--- config.mk ---
export PLATFORM = sky130hd
export DESIGN_NAME = tkrm_ctrl
export DESIGN_NICKNAME = d
export VERILOG_FILES = /design/src/hw/rtl/tkrm_pkg.sv /design/src/hw/rtl/tkrm_ctrl.sv
export SDC_FILE = /design/constraint.sdc
export NUM_CORES = 1
export LEC_CHECK = 0
export BUFFER_PORTS_ARGS = -buffer_cell sky130_fd_sc_hd__clkbuf_2
export CORE_AREA = 2 2 39 41
export CTS_CLUSTER_SIZE = 28
export DETAILED_ROUTE_END_ITERATION = 16
export DIE_AREA = 0 0 41 43
export PLACE_DENSITY = 0.35
export SLEW_MARGIN = 10
export SYNTH_ARGS = -nofsm -noshare
export SYNTH_HDL_FRONTEND = slang
export SYNTH_SLANG_ARGS = --single-unit
--- constraint.sdc ---
create_clock -name clk -period 1.27 [get_ports clk]
set_input_delay 0.254 -clock clk [delete_from_list [all_inputs] [get_ports clk]]
set_output_delay 0.254 -clock clk [all_outputs]
set_load 0.02 [all_outputs]
--- src/hw/rtl/tkrm_pkg.sv ---
// ---------------------------------------------------------------------------
// Touch key region map package
// Shared constants, state encoding and controller/datapath interface types.
// ---------------------------------------------------------------------------
package tkrm_pkg;

    // Default store geometry and key codes.
    localparam int DEF_MAX_COLS      = 64;
    localparam int DEF_MAX_ROWS      = 64;
    localparam int DEF_KEY_BITS      = 8;
    localparam int DEF_NONE_CODE     = 0;
    localparam int DEF_NOCHANGE_CODE = 255;

    // Fixed field widths.
    localparam int COORD_W = 16;
    localparam int KEY_W   = 8;
    localparam int GRID_W  = 7;
    localparam int CFG_IDX_W = 8;

    // Register reset values.
    localparam logic [GRID_W-1:0] GRID_WIDTH_RST  = 7'd64;
    localparam logic [GRID_W-1:0] GRID_HEIGHT_RST = 7'd64;

    // Configuration register indexes.
    localparam logic [CFG_IDX_W-1:0] CFG_GRID_WIDTH  = 8'd0;
    localparam logic [CFG_IDX_W-1:0] CFG_GRID_HEIGHT = 8'd1;

    // Command codes.
    localparam logic CMD_FILL   = 1'b0;
    localparam logic CMD_LOOKUP = 1'b1;

    typedef enum logic [2:0] {
        ST_CLEAR,
        ST_IDLE,
        ST_FILL,
        ST_LOOK_READ,
        ST_LOOK_DONE
    } tkrm_state_t;

    // Controller to datapath.
    typedef struct packed {
        logic clear_step;
        logic accept;
        logic fill_step;
        logic read_step;
        logic out_load;
    } tkrm_cmd_t;

    // Datapath to controller.
    typedef struct packed {
        logic clear_last;
        logic fill_go;
        logic fill_last;
        logic out_free;
    } tkrm_status_t;

endpackage

--- src/hw/rtl/tkrm_ctrl.sv ---
// ---------------------------------------------------------------------------
// Touch key region map controller
// Sequences the clearing pass, rectangle fills and point lookups.
// ---------------------------------------------------------------------------
module tkrm_ctrl (
    input  logic                  clk,
    input  logic                  rst_n,
    input  logic                  in_valid,
    output logic                  in_ready,
    input  logic                  command,
    input  tkrm_pkg::tkrm_status_t status,
    output tkrm_pkg::tkrm_cmd_t    cmd
);
    import tkrm_pkg::*;

    tkrm_state_t state_reg;
    tkrm_state_t state_next;

    always_ff @(posedge clk or negedge rst_n)
    begin
        if (!rst_n)
        begin
            state_reg <= ST_CLEAR;
        end
        else
        begin
            state_reg <= state_next;
        end
    end

    always_comb
    begin
        state_next = state_reg;
        case (state_reg)
            ST_CLEAR:
            begin
                if (status.clear_last)
                begin
                    state_next = ST_IDLE;
                end
            end
            ST_IDLE:
            begin
                if (in_valid)
                begin
                    if (command == CMD_LOOKUP)
                    begin
                        state_next = ST_LOOK_READ;
                    end
                    else if (status.fill_go)
                    begin
                        state_next = ST_FILL;
                    end
                end
            end
            ST_FILL:
            begin
                if (status.fill_last)
                begin
                    state_next = ST_IDLE;
                end
            end
            ST_LOOK_READ:
            begin
                state_next = ST_LOOK_DONE;
            end
            ST_LOOK_DONE:
            begin
                if (status.out_free)
                begin
                    state_next = ST_IDLE;
                end
            end
            default:
            begin
                state_next = ST_CLEAR;
            end
        endcase
    end

    always_comb
    begin
        in_ready       = 1'b0;
        cmd.clear_step = 1'b0;
        cmd.accept     = 1'b0;
        cmd.fill_step  = 1'b0;
        cmd.read_step  = 1'b0;
        cmd.out_load   = 1'b0;
        case (state_reg)
            ST_CLEAR:
            begin
                cmd.clear_step = 1'b1;
            end
            ST_IDLE:
            begin
                in_ready   = 1'b1;
                cmd.accept = in_valid;
            end
            ST_FILL:
            begin
                cmd.fill_step = 1'b1;
            end
            ST_LOOK_READ:
            begin
                cmd.read_step = 1'b1;
            end
            ST_LOOK_DONE:
            begin
                cmd.out_load = status.out_free;
            end
            default:
            begin
                in_ready = 1'b0;
            end
        endcase
    end

endmodule

==> results_dict.tcl <==
set metrics [dict create \
    grt_remaining_overflow 0 \
    worst-setup-path-type "reg2out" \
    number_of_antenna_violations_at_the_first_check_in_global_routing 0 \
    core_um2 1380 \
    crit_arrival_ns 1.19 \
    path_max_fanout 7 \
    synth_top_cell_by_area "dfrtp_1" \
    power.internal_uw 687 \
    place_congestion 0.714 \
    synthTopCellsByArea "dfrtp_1 34%, nor3b_2 11%, buf_4 6.9%, and3b_2 4.6%, mux2i_1 4.6%" \
    detailed_routing_iterations_pass_1 1 \
    slew-limit-headroom_pct 86.2 \
    drt.antenna.violating_nets 0 \
    critPathTopFamily "flip-flops" \
    final_period_minus_worst_setup_slack_ns 1.45 \
    synth.yosys.seq_area_share_pct 34.3 \
    synth_flop_cell "dfrtp_1" \
    p_per_area_nw_per_um2 2680 \
    detail_route.iter0.violations 0 \
    post_synthesis_instance_total 23 \
    insertedDiodeCount 0 \
    avgViaCountPerCell 4.15 \
    largest_register_ff_count 3 \
    swShare_pct 39.2 \
    yosysUniqueCellTypes 18 \
    multi_input_comb_area_um2 149 \
    hpwl_um 465 \
    design.portCount 14 \
    grt_pass1_wl_um 1040 \
    layout-drive-gt1-share_pct 68.9 \
    worst_slack_ns -0.175 \
    detail_route.wl_per_cell_um 10.7 \
    chip_height_um 43 \
    dr_wl_met3_um 57 \
    design_area_um2 422 \
    cts_buffers 3 \
    route.met2.wl_um 294 \
    nFillCells 158 \
    synth.top_cells.by_count "3 x dfrtp_1, 2 x buf_4, 2 x nand2_1, 2 x nor3b_2" \
    power.static_leakage_nw 0.200 \
    failed_checks "setup timing" \
    routed_metal_1_wirelength_um 281 \
    cpMaxStageDelayCell "dfrtp_2" \
    required_ns 1.02 \
    routed-via-count 253 \
    fp.dieW_um 41 \
    grt_start_max_net_pins 8 \
    drc 0 \
    fmax_mhz 692 \
    most_frequently_used_cell_type_in_the_post_synthesis_netlist "dfrtp_1" \
    slew_violations 0 \
    port_buffers 13 \
    worstSetupStartpointType "flop" \
    synth_async_sr_flop_share_pct 100 \
    peakVddDrop_uv 1150 \
    share_of_the_synthesized_area_in_the_top_cell_type_pct 34.3 \
    clkPwrFrac_pct 15.4 \
    die_area_um2 1760 \
    worst_path_largest_cell_delay_ns 0.43 \
    place.detailed.instances 53 \
    worst_case_clock_skew_ns 0.00277 \
    hp-class "in2reg" \
    track_usage_pct 9.74 \
    area_growth_pct 92.6 \
    timing.max_cap.violations 0 \
    run_status "finished with violations" \
    sequential_cell_area_um2 78.8 \
    grt_pass1_vias 258 \
    timing.critical_path.cells "nor3b_4 -> and2_4 -> buf_8" \
    finish.cell_count_without_fillers 61 \
    clock_tree.buffer_depth 2 \
    rsz0062_at_grt "yes" \
    cts-htree-levels 1 \
    cts.root.buffer_cell "clkbuf_4" \
    synth_fp_nets 31 \
    rows 14 \
    detailed_place.area_um2 320 \
    finalHoldViolCount 0 \
    power.net_switching_uw 442 \
    cts_tree "built" \
    clk_pin_slew_ns 0.04 \
    postSynthRegisterBits 3 \
    worstSetupEndpointType "output pin" \
    setup_viol_count_final 6 \
    cts_num_sinks 3 \
    post_synth_instance_area_um2 219 \
    power_frac_comb_pct 63.9 \
    nNetsFinal 54 \
    syn_warnings 0 \
    seq_power_share_pct 20.8 \
    fin_crit_sh_pct 114 \
    worst_margin_pin_slew_ns 0.205 \
    initial_core_util_pct 15.8 \
    critical_path.n_buffers_inverters 1 \
    post_synth.cell_area_avg_um2 9.52 \
    insertion_delay_ns 0.24 \
    synth_enable_flop_cells 0 \
    routed.top_layer "met4" \
    routed_wl_um 652 \
]
==> cell type report <==
cell class | count | area share (%)
multi-input combinational | 18 | 35.3
timing repair buffer | 20 | 35.0
sequential | 3 | 18.7
tap | 16 | 4.75
clock buffer | 4 | 6.23
==> path summary, 6_finish.rpt <==
check | startpoint | end | slack (ns) | depth (start not counted)
min reg2reg | state_reg[1]$_DFFE_PN0P_ | state_reg[0]$_DFFE_PN0P_ | 0.64 | 2
max reg2reg | state_reg[1]$_DFFE_PN0P_ | state_reg[0]$_DFFE_PN0P_ | 0.03 | 5
min | status[0] | state_reg[2]$_DFFE_PN0P_ | 0.23 | 2
max | state_reg[0]$_DFFE_PN0P_ | cmd[3] | -0.18 | 3
max in group asynchronous | rst_n | state_reg[2]$_DFFE_PN0P_ | 0.80 | 2
min in group asynchronous | rst_n | state_reg[1]$_DFFE_PN0P_ | 0.35 | 2
==> per-stage QoR <==
step / total power [mW] / utilization [%] / setup slack, ns / setup TNS, ns / hold slack [ns]
3_5_place_dp: 0.743 / 23.1 / 0.0101 / 0 / 0.0536
5_1_grt: 1.21 / 30.5 / -0.234 / -1.29 / 0.230
6_report: 1.13 / 30.5 / -0.175 / -0.895 / 0.233
2_1_floorplan: 0.585 / - / -0.0542 / -0.0542 / -0.0416
4_1_cts: 1.00 / 27.8 / -0.192 / -0.881 / 0.234
3_3_place_gp: 0.746 / 23.1 / 0.0193 / 0 / 0.0590
==> logic make-up (layout without fill, tap and decap cells) <==
logic type | count (synthesis) | after routing | synth area share [%]
AND/OR/NAND/NOR | 11 | 11 | 35.4
AO/OA/AOI/OAI | 6 | 6 | 18.9
flip-flops | 3 | 3 | 34.3
buffers and inverters | 2 | 24 | 6.86
multiplexers | 1 | 1 | 4.57
==> timing repair <==
| action | CTS | global route |
|---|---|---|
| hold buffers | 1 | 0 |
| setup endpoints to repair | 6 | 7 |
| endpoints found under the hold margin | 3 | 0 |
| resized for setup | 7 | 9 |
| pin swaps | 2 | 2 |
| setup buffers | 1 | 2 |
==> power by group through the flow <==
stage / clock, mW / combinational, mW / sequential [mW]
after floorplan: 0 / 0.394 / 0.191
after global placement: 0 / 0.523 / 0.223
after detailed placement: 0 / 0.516 / 0.227
after CTS: 0.176 / 0.593 / 0.232
after global routing: 0.196 / 0.773 / 0.246
final: 0.174 / 0.721 / 0.234
==> layout by cell type, fill, tap and decap left out, drive strengths merged <==
master,instances
o21a,1
o21bai,1
o21ai,2
nand3b,1
buf,10
and2,1
nor3,1
mux2i,1
and3b,1
nand2b,1
dfrtp,3
a22oi,1
nand2,2
nor2,1
clkbuf,13
dlygate4sd3,1
and3,1
o211ai,1
nor3b,2
==> layer usage <==
layer / track usage [%] / vias to the layer above
li1: - / 125
met1: 10.9 / 113
met2: 12.2 / 13
met3: 6.28 / 2
met4: 8.00 / 0
met5: 0 / -
Note: power is estimated with default switching activity, not from simulation.
